`src/sv/sequence_ordered_packet_queue_macros.svh`:
```
// Assertion macros used by the sequence-ordered packet queue top level.
`ifndef SEQUENCE_ORDERED_PACKET_QUEUE_MACROS_SVH
`define SEQUENCE_ORDERED_PACKET_QUEUE_MACROS_SVH

// Same-cycle implication, sampled on i_clk and disabled while i_rst_n is low.
`define SOQ_ASSERT_NOW(lbl, ante, cons, msg) \
    lbl: assert property (@(posedge i_clk) disable iff (!i_rst_n) (ante) |-> (cons)) \
        else $error(msg);

// Next-cycle implication, sampled on i_clk and disabled while i_rst_n is low.
`define SOQ_ASSERT_NEXT(lbl, ante, cons, msg) \
    lbl: assert property (@(posedge i_clk) disable iff (!i_rst_n) (ante) |=> (cons)) \
        else $error(msg);

`endif

```
`src/sv/soq_pkg.sv`:
```
// Shared constants and codes for the sequence-ordered packet queue.
package soq_pkg;

    localparam int CAPACITY_DEF = 16;
    localparam int SEQ_BITS_DEF = 16;
    localparam int TAG_BITS_DEF = 16;

    typedef logic [1:0] t_op;
    typedef logic [1:0] t_status;

    localparam t_op OP_PUSH = 2'd0;
    localparam t_op OP_POP  = 2'd1;
    localparam t_op OP_PEEK = 2'd2;

    localparam t_status ST_OK    = 2'd0;
    localparam t_status ST_FULL  = 2'd1;
    localparam t_status ST_EMPTY = 2'd2;

endpackage

```
`src/sv/sequence_ordered_packet_queue.sv`:
```
// Sequence-ordered packet queue: a bounded store kept in ascending sequence order.
// Requests arrive on the input channel (i_in_valid / o_in_stall) with an operation,
// a sequence number and a tag; every request yields exactly one result on the output
// channel (o_out_valid / i_out_stall) with a status, the head entry for pop and peek,
// and the number of entries held afterwards.
// Entries live in a ring inside one memory with a registered read port. A push walks
// from the tail toward the head, one stored entry per cycle, moving each entry whose
// number is equal or higher back by one slot, and writes the new entry into the gap.
// Path from acceptance to the result: a push that is dropped or lands in an empty queue,
// a pop or peek on an empty queue and the unused operation code go straight to the
// finish state; pop and peek otherwise read the head first, and a push into a queue
// that holds entries walks the stored entries before its result is ready. The next
// request is taken the cycle after the result leaves the engine.
// Reset clears the count and the head pointer; the memory is not cleared.
// While the receiver stalls, the result register holds, and the engine can still take
// and finish one more request before it waits for the register to empty.
`include "sequence_ordered_packet_queue_macros.svh"

module sequence_ordered_packet_queue
    import soq_pkg::*;
#(
    parameter int CAPACITY = CAPACITY_DEF,
    parameter int SEQ_BITS = SEQ_BITS_DEF,
    parameter int TAG_BITS = TAG_BITS_DEF
) (
    input  logic                          i_clk,
    input  logic                          i_rst_n,
    input  logic                          i_in_valid,
    output logic                          o_in_stall,
    input  t_op                           i_op,
    input  logic [SEQ_BITS-1:0]           i_item_seq,
    input  logic [TAG_BITS-1:0]           i_item_tag,
    output logic                          o_out_valid,
    input  logic                          i_out_stall,
    output t_status                       o_status,
    output logic [SEQ_BITS-1:0]           o_out_seq,
    output logic [TAG_BITS-1:0]           o_out_tag,
    output logic [$clog2(CAPACITY+1)-1:0] o_count
);

    localparam int IDX_W  = $clog2(CAPACITY);
    localparam int CNT_W  = $clog2(CAPACITY + 1);
    localparam int DATA_W = SEQ_BITS + TAG_BITS;

    logic              w_mem_wr_en;
    logic [IDX_W-1:0]  w_mem_wr_addr;
    logic [DATA_W-1:0] w_mem_wr_data;
    logic              w_mem_rd_en;
    logic [IDX_W-1:0]  w_mem_rd_addr;
    logic [DATA_W-1:0] w_mem_rd_data;

    logic                w_res_valid;
    logic                w_res_take;
    t_status             w_res_status;
    logic [SEQ_BITS-1:0] w_res_seq;
    logic [TAG_BITS-1:0] w_res_tag;
    logic [CNT_W-1:0]    w_res_count;

    logic                r_out_valid, n_out_valid;
    t_status             r_status;
    logic [SEQ_BITS-1:0] r_out_seq;
    logic [TAG_BITS-1:0] r_out_tag;
    logic [CNT_W-1:0]    r_count;

    soq_mem #(
        .DEPTH (CAPACITY),
        .WIDTH (DATA_W)
    ) u_mem (
        .i_clk     (i_clk),
        .i_wr_en   (w_mem_wr_en),
        .i_wr_addr (w_mem_wr_addr),
        .i_wr_data (w_mem_wr_data),
        .i_rd_en   (w_mem_rd_en),
        .i_rd_addr (w_mem_rd_addr),
        .o_rd_data (w_mem_rd_data)
    );

    soq_ctrl #(
        .CAPACITY (CAPACITY),
        .SEQ_BITS (SEQ_BITS),
        .TAG_BITS (TAG_BITS)
    ) u_ctrl (
        .i_clk         (i_clk),
        .i_rst_n       (i_rst_n),
        .i_in_valid    (i_in_valid),
        .o_in_stall    (o_in_stall),
        .i_op          (i_op),
        .i_item_seq    (i_item_seq),
        .i_item_tag    (i_item_tag),
        .o_mem_wr_en   (w_mem_wr_en),
        .o_mem_wr_addr (w_mem_wr_addr),
        .o_mem_wr_data (w_mem_wr_data),
        .o_mem_rd_en   (w_mem_rd_en),
        .o_mem_rd_addr (w_mem_rd_addr),
        .i_mem_rd_data (w_mem_rd_data),
        .o_res_valid   (w_res_valid),
        .i_res_take    (w_res_take),
        .o_res_status  (w_res_status),
        .o_res_seq     (w_res_seq),
        .o_res_tag     (w_res_tag),
        .o_res_count   (w_res_count)
    );

    // The result register loads when it is empty or is being emptied this cycle.
    assign w_res_take = w_res_valid && (!r_out_valid || !i_out_stall);

    always_comb begin
        n_out_valid = r_out_valid;
        if (w_res_take) begin
            n_out_valid = 1'b1;
        end else if (!i_out_stall) begin
            n_out_valid = 1'b0;
        end
    end

    always_ff @(posedge i_clk) begin
        if (!i_rst_n) begin
            r_out_valid <= 1'b0;
        end else begin
            r_out_valid <= n_out_valid;
        end
    end

    always_ff @(posedge i_clk) begin
        if (w_res_take) begin
            r_status  <= w_res_status;
            r_out_seq <= w_res_seq;
            r_out_tag <= w_res_tag;
            r_count   <= w_res_count;
        end
    end

    assign o_out_valid = r_out_valid;
    assign o_status    = r_status;
    assign o_out_seq   = r_out_seq;
    assign o_out_tag   = r_out_tag;
    assign o_count     = r_count;

    `SOQ_ASSERT_NOW(a_full_count, o_out_valid && o_status == ST_FULL,
        o_count == CNT_W'(CAPACITY), "dropped push reported with a queue that is not full")
    `SOQ_ASSERT_NOW(a_empty_result, o_out_valid && o_status == ST_EMPTY,
        o_count == '0 && o_out_seq == '0 && o_out_tag == '0,
        "empty result carries entries or data")
    `SOQ_ASSERT_NOW(a_count_bound, o_out_valid, o_count <= CNT_W'(CAPACITY),
        "reported count exceeds capacity")
    `SOQ_ASSERT_NEXT(a_res_hold, w_res_valid && !w_res_take,
        w_res_valid && $stable(w_res_count) && $stable(w_res_status),
        "engine result changed before it was taken")

endmodule

```
`src/sv/soq_mem.sv`:
```
// Entry store: one write port and one registered read port.
module soq_mem
    import soq_pkg::*;
#(
    parameter int DEPTH = CAPACITY_DEF,
    parameter int WIDTH = SEQ_BITS_DEF + TAG_BITS_DEF
) (
    input  logic                     i_clk,
    input  logic                     i_wr_en,
    input  logic [$clog2(DEPTH)-1:0] i_wr_addr,
    input  logic [WIDTH-1:0]         i_wr_data,
    input  logic                     i_rd_en,
    input  logic [$clog2(DEPTH)-1:0] i_rd_addr,
    output logic [WIDTH-1:0]         o_rd_data
);

    logic [WIDTH-1:0] r_mem [DEPTH];
    logic [WIDTH-1:0] r_rd_data;

    always_ff @(posedge i_clk) begin
        if (i_wr_en) begin
            r_mem[i_wr_addr] <= i_wr_data;
        end
    end

    always_ff @(posedge i_clk) begin
        if (i_rd_en) begin
            r_rd_data <= r_mem[i_rd_addr];
        end
    end

    assign o_rd_data = r_rd_data;

endmodule

```
`src/sv/soq_ctrl.sv`:
```
// Queue sequencer: ring addressing, tail-to-head insertion walk, head pop and peek.
module soq_ctrl
    import soq_pkg::*;
#(
    parameter int CAPACITY = CAPACITY_DEF,
    parameter int SEQ_BITS = SEQ_BITS_DEF,
    parameter int TAG_BITS = TAG_BITS_DEF
) (
    input  logic                          i_clk,
    input  logic                          i_rst_n,
    input  logic                          i_in_valid,
    output logic                          o_in_stall,
    input  t_op                           i_op,
    input  logic [SEQ_BITS-1:0]           i_item_seq,
    input  logic [TAG_BITS-1:0]           i_item_tag,
    output logic                          o_mem_wr_en,
    output logic [$clog2(CAPACITY)-1:0]   o_mem_wr_addr,
    output logic [SEQ_BITS+TAG_BITS-1:0]  o_mem_wr_data,
    output logic                          o_mem_rd_en,
    output logic [$clog2(CAPACITY)-1:0]   o_mem_rd_addr,
    input  logic [SEQ_BITS+TAG_BITS-1:0]  i_mem_rd_data,
    output logic                          o_res_valid,
    input  logic                          i_res_take,
    output t_status                       o_res_status,
    output logic [SEQ_BITS-1:0]           o_res_seq,
    output logic [TAG_BITS-1:0]           o_res_tag,
    output logic [$clog2(CAPACITY+1)-1:0] o_res_count
);

    localparam int IDX_W = $clog2(CAPACITY);
    localparam int CNT_W = $clog2(CAPACITY + 1);
    localparam logic [IDX_W:0]   CAP_EXT = (IDX_W + 1)'(CAPACITY);
    localparam logic [CNT_W-1:0] CAP_CNT = CNT_W'(CAPACITY);

    localparam logic [2:0] S_IDLE = 3'd0;
    localparam logic [2:0] S_PUSH = 3'd1;
    localparam logic [2:0] S_INS  = 3'd2;
    localparam logic [2:0] S_HEAD = 3'd3;
    localparam logic [2:0] S_FIN  = 3'd4;

    // Physical slot of a logical position counted from the head, wrapping at the capacity.
    function automatic logic [IDX_W-1:0] slot_addr(input logic [IDX_W-1:0] head,
                                                   input logic [IDX_W-1:0] pos);
        logic [IDX_W:0] sum;
        sum = {1'b0, head} + {1'b0, pos};
        if (sum >= CAP_EXT) begin
            sum = sum - CAP_EXT;
        end
        return sum[IDX_W-1:0];
    endfunction

    logic [2:0]          r_state,  n_state;
    logic [CNT_W-1:0]    r_count,  n_count;
    logic [IDX_W-1:0]    r_head,   n_head;
    logic [IDX_W-1:0]    r_walk,   n_walk;
    logic [SEQ_BITS-1:0] r_seq,    n_seq;
    logic [TAG_BITS-1:0] r_tag,    n_tag;
    t_op                 r_op,     n_op;
    t_status             r_status, n_status;
    logic [SEQ_BITS-1:0] r_oseq,   n_oseq;
    logic [TAG_BITS-1:0] r_otag,   n_otag;

    logic                is_full;
    logic                is_empty;
    logic [IDX_W-1:0]    cnt_idx;
    logic [SEQ_BITS-1:0] rd_seq;
    logic [TAG_BITS-1:0] rd_tag;

    assign is_full  = (r_count == CAP_CNT);
    assign is_empty = (r_count == '0);
    // Only used when the queue is neither full nor empty, so the count fits an index.
    assign cnt_idx  = r_count[IDX_W-1:0];
    assign rd_seq   = i_mem_rd_data[SEQ_BITS+TAG_BITS-1:TAG_BITS];
    assign rd_tag   = i_mem_rd_data[TAG_BITS-1:0];

    always_comb begin
        n_state       = r_state;
        n_count       = r_count;
        n_head        = r_head;
        n_walk        = r_walk;
        n_seq         = r_seq;
        n_tag         = r_tag;
        n_op          = r_op;
        n_status      = r_status;
        n_oseq        = r_oseq;
        n_otag        = r_otag;
        o_mem_rd_en   = 1'b0;
        o_mem_rd_addr = r_head;
        o_mem_wr_en   = 1'b0;
        o_mem_wr_addr = r_head;
        o_mem_wr_data = {r_seq, r_tag};
        case (r_state)
            S_IDLE: begin
                if (i_in_valid) begin
                    n_seq    = i_item_seq;
                    n_tag    = i_item_tag;
                    n_op     = i_op;
                    n_status = ST_OK;
                    n_oseq   = '0;
                    n_otag   = '0;
                    n_state  = S_FIN;
                    if (i_op == OP_PUSH) begin
                        if (is_full) begin
                            n_status = ST_FULL;
                        end else if (is_empty) begin
                            o_mem_wr_en   = 1'b1;
                            o_mem_wr_addr = r_head;
                            o_mem_wr_data = {i_item_seq, i_item_tag};
                            n_count       = r_count + CNT_W'(1);
                        end else begin
                            // Start the walk at the tail entry.
                            o_mem_rd_en   = 1'b1;
                            o_mem_rd_addr = slot_addr(r_head, cnt_idx - IDX_W'(1));
                            n_walk        = cnt_idx - IDX_W'(1);
                            n_state       = S_PUSH;
                        end
                    end else if (i_op inside {OP_POP, OP_PEEK}) begin
                        if (is_empty) begin
                            n_status = ST_EMPTY;
                        end else begin
                            o_mem_rd_en   = 1'b1;
                            o_mem_rd_addr = r_head;
                            n_state       = S_HEAD;
                        end
                    end
                end
            end
            S_PUSH: begin
                // Entry at r_walk is on the read port. Equal or higher numbers move back
                // one slot; the read of the next lower position is issued in the same cycle.
                o_mem_wr_en   = 1'b1;
                o_mem_wr_addr = slot_addr(r_head, r_walk + IDX_W'(1));
                if (rd_seq >= r_seq) begin
                    o_mem_wr_data = i_mem_rd_data;
                    if (r_walk == '0) begin
                        n_state = S_INS;
                    end else begin
                        o_mem_rd_en   = 1'b1;
                        o_mem_rd_addr = slot_addr(r_head, r_walk - IDX_W'(1));
                        n_walk        = r_walk - IDX_W'(1);
                    end
                end else begin
                    o_mem_wr_data = {r_seq, r_tag};
                    n_count       = r_count + CNT_W'(1);
                    n_state       = S_FIN;
                end
            end
            S_INS: begin
                o_mem_wr_en   = 1'b1;
                o_mem_wr_addr = r_head;
                o_mem_wr_data = {r_seq, r_tag};
                n_count       = r_count + CNT_W'(1);
                n_state       = S_FIN;
            end
            S_HEAD: begin
                n_oseq = rd_seq;
                n_otag = rd_tag;
                if (r_op == OP_POP) begin
                    n_head  = slot_addr(r_head, IDX_W'(1));
                    n_count = r_count - CNT_W'(1);
                end
                n_state = S_FIN;
            end
            S_FIN: begin
                if (i_res_take) begin
                    n_state = S_IDLE;
                end
            end
            default: begin
                n_state = S_IDLE;
            end
        endcase
    end

    always_ff @(posedge i_clk) begin
        if (!i_rst_n) begin
            r_state <= S_IDLE;
            r_count <= '0;
            r_head  <= '0;
        end else begin
            r_state <= n_state;
            r_count <= n_count;
            r_head  <= n_head;
        end
    end

    always_ff @(posedge i_clk) begin
        r_walk   <= n_walk;
        r_seq    <= n_seq;
        r_tag    <= n_tag;
        r_op     <= n_op;
        r_status <= n_status;
        r_oseq   <= n_oseq;
        r_otag   <= n_otag;
    end

    assign o_in_stall   = (r_state != S_IDLE);
    assign o_res_valid  = (r_state == S_FIN);
    assign o_res_status = r_status;
    assign o_res_seq    = r_oseq;
    assign o_res_tag    = r_otag;
    assign o_res_count  = r_count;

endmodule

```
`config.mk`:
```
export PLATFORM = sky130hd
export DESIGN_NAME = sequence_ordered_packet_queue
export DESIGN_NICKNAME = d
export VERILOG_FILES = /design/src/sv/soq_pkg.sv /design/src/sv/sequence_ordered_packet_queue.sv /design/src/sv/soq_mem.sv /design/src/sv/soq_ctrl.sv
export VERILOG_INCLUDE_DIRS = /design/src /design/src/sv
export SDC_FILE = /design/constraint.sdc
export NUM_CORES = 1
export LEC_CHECK = 0
export CAP_MARGIN = 10
export CORE_MARGIN = 10
export CORE_UTILIZATION = 50
export DETAILED_ROUTE_END_ITERATION = 7
export DONT_BUFFER_PORTS = 1
export GPL_TIMING_DRIVEN = 0
export PLACE_DENSITY = 0.74
export SETUP_SLACK_MARGIN = 0.02
export SYNTH_ARGS = -nofsm -noshare
export SYNTH_HDL_FRONTEND = slang
export SYNTH_SLANG_ARGS = --single-unit
```
`constraint.sdc`:
```
create_clock -name i_clk -period 8 [get_ports i_clk]
set_clock_uncertainty 0.05 [all_clocks]
set_input_delay 1.6 -clock i_clk [delete_from_list [all_inputs] [get_ports i_clk]]
set_output_delay 1.6 -clock i_clk [all_outputs]
set_load 0.005 [all_outputs]
```
Word-level counts from Yosys, hierarchy flattened
Memories as Yosys holds them, arrays and structs flattened. A register that Yosys moved wholly into a read port is not among the register bits.
Cells that the tools add are included.
{"block": "word_totals", "ff_bits": 124, "ram_bits": 512, "inputBits": 38, "wordCells": 141, "memories": 1}
{"memory": "u_mem.r_mem", "words": 16, "width": 32, "rd": 1, "rd_clocked_by_memory_dff": 1, "write_ports": 1, "line": "soq_mem.sv:17", "rtl": "logic [WIDTH-1:0] r_mem [DEPTH];"}
{"block": "op_classes", "addsub": 13, "order_cmp": 5, "eq_ne": 20, "n_mux": 66, "n_reduce_logical": 21}
{"operator": "32-bit two-way mux", "count": 5}
{"operator": "4-bit two-way mux", "count": 17}
{"operator": "16-bit case mux with 2 select lines", "count": 2}
{"operator": "32-bit case mux with 2 select lines", "count": 1}
{"operator": "5-bit two-way mux", "count": 6}
{"operator": "3-bit two-way mux", "count": 9}
{"operator": "4-bit by 1-bit subtractor with 4-bit output, second input constant", "count": 6}
{"operator": "5-bit >= comparator, second input constant", "count": 4}
{"operator": "5-bit case mux with 4 select lines", "count": 1}
{"operator": "16-bit >= comparator", "count": 1}
{"operator": "1-bit two-way mux", "count": 16}
{"operator": "16-bit two-way mux", "count": 1}
{"operator": "4-bit case mux with 2 select lines", "count": 2}
{"operator": "4-bit by 4-bit adder with 5-bit output", "count": 3}
{"operator": "7-bit AND reduction", "count": 2}
{"operator": "2-bit by 1-bit inequality test with 1-bit output, second input constant", "count": 6}
{"operator": "3-bit case mux with 4 select lines", "count": 1}
{"operator": "2-bit inequality test, second input constant", "count": 5}
{"operator": "3-bit by 2-bit equality test with 1-bit output, second input constant", "count": 2}
{"operator": "2-bit two-way mux", "count": 3}
{"operator": "2-bit AND reduction", "count": 3}
{"operator": "2-bit nonzero test", "count": 3}
{"operator": "4-bit by 1-bit adder with 5-bit output, second input constant", "count": 1}
{"operator": "5-bit by 1-bit adder with 5-bit output, second input constant", "count": 1}
{"operator": "20 further kinds", "count": 24}

Longest topological paths before layout
{"block": "depth", "word_depth": 9, "mapped_depth": 15}

Cells and area by module
Synthesis repeated with hierarchy kept, for this count alone.
{"block": "unflattened", "cells_unflattened": 1301, "hier_area_um2": 26188.9}
{"module": "soq_mem", "n_inst": 1, "cells_per_inst": 838, "area_each_um2": 20155.6, "seq_area_each_um2": 16335.7}
{"module": "soq_ctrl", "n_inst": 1, "cells_per_inst": 420, "area_each_um2": 4823.4, "seq_area_each_um2": 2402.3}
{"module": "sequence_ordered_packet_queue", "n_inst": 1, "cells_per_inst": 43, "area_each_um2": 1209.9, "seq_area_each_um2": 1191.1}

Worst setup path before layout
Ideal clock, no wire load.
{"block": "synth_timing", "path_kind": "reg2reg", "startpoint": "reg u_mem.r_rd_data[31], in the netlist u_mem.o_rd_data[31] (read register of u_mem.r_mem)", "endpoint": "reg u_mem.r_rd_data[0], in the netlist u_mem.o_rd_data[0] (read register of u_mem.r_mem), enable pin", "setup_time_ps": 473, "arrival_ps": 4119, "required_ps": 7477, "slack_ps": 3357, "stages_incl_launch_ff": 8, "n_path_buf": 0, "period_less_slack_ps": 4643, "path_cell_list": "edfxtp_1 ha_1 nand4_1 nor4_2 a32oi_2 nand2_4 nand2_1 o32ai_1"}
{"block": "synth_via", "elab_chain_len": 3, "word_cells_on_any_way": 5, "classes_between": "order compare (1); mux (4)"}
{"element": "start: declaration", "line": "soq_mem.sv:18", "rtl": "logic [WIDTH-1:0] r_rd_data;"}
{"element": "16-bit >= comparator", "line": "soq_ctrl.sv:133", "rtl": "if (rd_seq >= r_seq) begin"}
{"element": "1-bit two-way mux", "line": "soq_ctrl.sv:133"}
{"element": "1-bit case mux with 2 select lines", "line": "soq_ctrl.sv:92", "rtl": "case (r_state)"}
{"element": "via u_ctrl.o_mem_rd_en", "line": "soq_ctrl.sv:19", "rtl": "output logic o_mem_rd_en,"}
The timed path passes the listed nets, and every way through them passes these cells.
A chain may end at the register's enable or synchronous reset.

Final worst setup path
{"block": "layout_timing", "startpoint": "in i_op[0]", "endpoint": "reg u_mem.r_rd_data[21], in the netlist u_mem.o_rd_data[21] (read register of u_mem.r_mem) (data pin)"}
{"block": "layout_via", "elab_chain_len": 6, "word_cells_on_any_way": 11, "classes_between": "eq/ne (2); mux (7); reduce/logical (2)"}
{"element": "start: declaration", "line": "sequence_ordered_packet_queue.sv:30", "rtl": "input t_op i_op,"}
{"element": "2-bit by 1-bit equality test with 1-bit output / 2-bit equality test (equally long branches)", "line": "soq_ctrl.sv:117", "rtl": "end else if (i_op inside {OP_POP, OP_PEEK}) begin"}
{"element": "2-bit nonzero test", "line": "soq_ctrl.sv:117"}
{"element": "1-bit two-way mux", "line": "soq_ctrl.sv:117"}
{"element": "1-bit two-way mux", "line": "soq_ctrl.sv:102", "rtl": "if (i_op == OP_PUSH) begin"}
{"element": "1-bit two-way mux", "line": "soq_ctrl.sv:94", "rtl": "if (i_in_valid) begin"}
{"element": "1-bit case mux with 2 select lines", "line": "soq_ctrl.sv:92"}
Several ways; a longest one is shown, not always the timed one.

==> flow_summary_export.csv <==
group,metric,value,unit
timing,max_freq,228,MHz
place,dp_hpwl,48900,µm
drt,vias_per_cell,6.30,
timing,rsz0062_at_grt,"no",
cts,cts_hold_buf,0,
hold_path,whs_endpoint,"o_out_seq[2]$_DFFE_PP_",
timing,post-route-min-period,4.39,ns
final_layout,drive_gt1_share,10.0,%
setup_path,cp.required,8.43,ns
drt,drtIter0Drc,2283,
drt,drc,0,
logic_synthesis,synthTopCellsByArea,"edfxtp_1, nand2_1, a21oi_1",
logic_synthesis,yosysSeqAreaShare,74.1,%
setup_path,cp.arrival,4.82,ns
timing,tightestPinTransition,0.899,ns
cts,cts.sinks,668,
timing,final.setup.worst_slack,3.61,ns
power,internal_power,0.00571,W
logic_synthesis,synth_edf_count,655,
power,swShare,23.4,%
place,pre_cts_slack,3.14,ns
final_layout,finish.utilization,57.2,%
logic_synthesis,synthCells,1880,
logic_synthesis,synthMostInstantiatedCell,"edfxtp_1",
setup_path,end_kind,"register",
power,pwr-share-comb,8.1,%
logic_synthesis,syn-cell-area,0.0269,mm²
drt,vias,17000,
floorplanning,die_area,0.0635,mm²
logic_synthesis,syn_area_per_cell,14.3,µm²
setup_path,worstSetupStartpoint,"i_op[0]",
drt,dr.pass1.iters,7,
setup_path,critPathMaxFanout,10,
final_layout,syn2layout_area_growth,12.6,%
setup_path,reg2reg_slack,3.64,ns
global_routing,grt_pass1_wl,105000,µm
logic_synthesis,async_flop_share,0,%
cts,cts_setup_buffers,0,
power,power.density,246,mW/mm²
timing,hold_ws,0.368,ns
place,dpl_cell_area,0.0284,mm²
logic_synthesis,ys_seq_elements,668,
power,p_seq_share,54.6,%
floorplanning,rows,84,
logic_synthesis,synth.top_cells.by_count,"edfxtp_1, nand2_1, a21oi_1, inv_1, a32o_1",
global_routing,grt-ovfl-total,0,
setup_path,r2r_cells,12,
floorplanning,start_util,50.8,%
cts,ctsResizeCount,0,
logic_synthesis,synth_cell_type_count,64,
timing,final.setup.tns,0,ns
drt,ant_nets,0,
setup_path,critPathKind,"input pin to register",
place,gp_congestion,0.875,
power,clockPowerShare,37.3,%
timing,setup_viol,0,
flow_run,drv_cap,0,
cts,numCtsBuffers,61,
hold_path,hp-start,"u_ctrl.o_res_seq[2]$_SDFFCE_PN0P_",
logic_synthesis,synth_ff_type,"edfxtp_1",
power,power_leakage,10.2,nW
setup_path,cp-start-kind,"input pin",
drt,wl_per_cell,26.3,µm
timing,slew_violations,0,
hold_path,holdPathStages,0,
floorplanning,die_y,252,µm
cts,clk_pin_slew,0.06,ns
place,numPortBuffers,0,
cts,cts-htree-levels,2,
logic_synthesis,yosys_warnings,0,
final_layout,design_area,0.0303,mm²
setup_path,r2r-start,"u_mem.o_rd_data[16]$_DFFE_PP_",
global_routing,antenna_found_initial,1,
logic_synthesis,synth_nets,1955,
logic_synthesis,synth_top_area_share,73.1,%
cts,root_buffer,"clkbuf_16",
timing,fin_crit_sh,54.9,%
hold_path,hold_class,"register to register",
cts,insertion_delay,0.64,ns
drt,wl,71000,µm
timing,relSlewSlack,40.0,%
power,p_switching,0.00174,W
floorplanning,die_x,252,µm
cts,tritoncts,"done",
run_status,status,"finished, final reports clean",
floorplanning,ioPinCount,79,
setup_path,r2r-end,"u_mem.o_rd_data[21]$_DFFE_PP_",
cts,clockBufferDepth,3,
global_routing,grt_max_degree,37,
final_layout,nets,2037,
timing,finalHoldViolations,0,
power,vdd_drop_max,0.179,mV
floorplanning,core_area,0.0530,mm²
global_routing,grt_usage,21.9,%
global_routing,grt_pass1_vias,17000,
logic_synthesis,synth_top_cell_by_area,"edfxtp_1",
==> power groups by stage <==
| stage | Combinational [W] | Sequential [W] | Clock (W) |
|---|---|---|---|
| 6_report | 0.000604 | 0.00406 | 0.00278 |
| 5_1_grt | 0.000640 | 0.00407 | 0.00293 |
| 4_1_cts | 0.000584 | 0.00407 | 0.00280 |
| 3_5_place_dp | 0.000580 | 0.00414 | 0 |
| 3_3_place_gp | 0.000535 | 0.00414 | 0 |
| 2_1_floorplan | 0.000357 | 0.00412 | 0 |
==> stage by stage <==
step           std cells  total power (W)
3_3_place_gp        2568          0.00468
2_1_floorplan       1880          0.00448
4_1_cts             2698          0.00745
6_report            2700          0.00745
3_5_place_dp        2586          0.00472
5_1_grt             2699          0.00764
==> layout make-up <==
| cell class | instances | area, µm² |
|---|---|---|
| fillers | 3912 | 22700 |
| flip-flops and latches | 668 | 19900 |
| multi-input cells | 1032 | 6340 |
| clock buffers | 68 | 1570 |
| well taps | 688 | 861 |
| plain buffers | 116 | 554 |
| repair buffers | 19 | 480 |
| clock inverters | 44 | 317 |
| inverters | 64 | 240 |
| diodes | 1 | 2.50 |
==> sequential cells by signal (all words and copies together), names as in the netlist, 3 cells and up <==
signal	count
u_mem.r_mem	512
u_mem.o_rd_data	32
o_out_seq	16
o_out_tag	16
u_ctrl.o_res_seq	16
u_ctrl.o_res_tag	16
u_ctrl.r_seq	16
u_ctrl.r_tag	16
o_count	5
u_ctrl.o_res_count	5
u_ctrl.r_head	4
u_ctrl.r_walk	4
u_ctrl.r_state	3
==> how the worst max path moves through the flow <==
stage	to	slack, ns	cells past startpoint
finish	u_mem.o_rd_data[21]$_DFFE_PP_	3.61	12
global route	u_mem.o_rd_data[21]$_DFFE_PP_	3.49	12
CTS	u_mem.o_rd_data[21]$_DFFE_PP_	3.75	12
detailed placement	u_mem.o_rd_data[21]$_DFFE_PP_	3.14	12
global placement	u_mem.o_rd_data[10]$_DFFE_PP_	1.70	7
floorplan	u_mem.o_rd_data[0]$_DFFE_PP_	3.36	7
==> critical path, stage by stage <==
cell and delay, ns:
inv_1 0.04, ha_1 0.26, and2_1 0.23, nand2_1 0.13, a21oi_1 0.16, o21ai_0 0.13, a311oi_2 0.45, buf_2 0.37
clkbuf_1 0.71, a21oi_1 0.09, a32oi_1 0.34, a221o_1 0.29
==> kinds of logic (layout without fill, tap and decap cells) <==
logic type / Yosys count / in the layout / share of synthesized area (%)
other: 0 / 1 / 0
AOI/OAI and AO/OA: 380 / 380 / 10.7
buffers and inverters: 180 / 311 / 2.95
muxes: 14 / 14 / 0.525
xor gates and xnor gates: 22 / 22 / 0.744
DFF: 668 / 668 / 74.1
and+or+nand+nor: 579 / 579 / 9.24
adders and majority gates: 37 / 37 / 1.83
==> metal layers <==
metal  track usage [%]  vias up  wire length, µm
met5                 0        -                0
met4              8.67        0             2320
met3              5.17      144             8640
met2              36.0     1133            34200
met1              27.8     8416            25800
li1                  -     7323                -
==> cells in the final DEF, fill, tap and decap left out, types with 4 or more instances in the layout <==
cell       instances
nand3_1            8
buf_2             47
buf_6              5
nand2_1          422
clkbuf_16         62
a32o_1            59
a21o_1            10
nor3_1             8
xor2_1             8
nand2b_1           7
a32oi_1           32
nor2_4            16
o21ai_0            8
edfxtp_1         655
clkinv_2          20
buf_16            14
clkbuf_1          61
buf_4              6
inv_1             62
and2_1            40
and3_1            36
a221o_1           34
nand4_1            6
buf_12             4
nor2b_1            4
dfxtp_1           13
xnor2_1           13
nor2_1            19
a31oi_1           33
o22ai_1           32
a21oi_1          118
a222oi_1          32
fa_1               4
mux2i_1           13
clkinv_1          16
ha_1              33
Power figures use the tool's default switching activity.
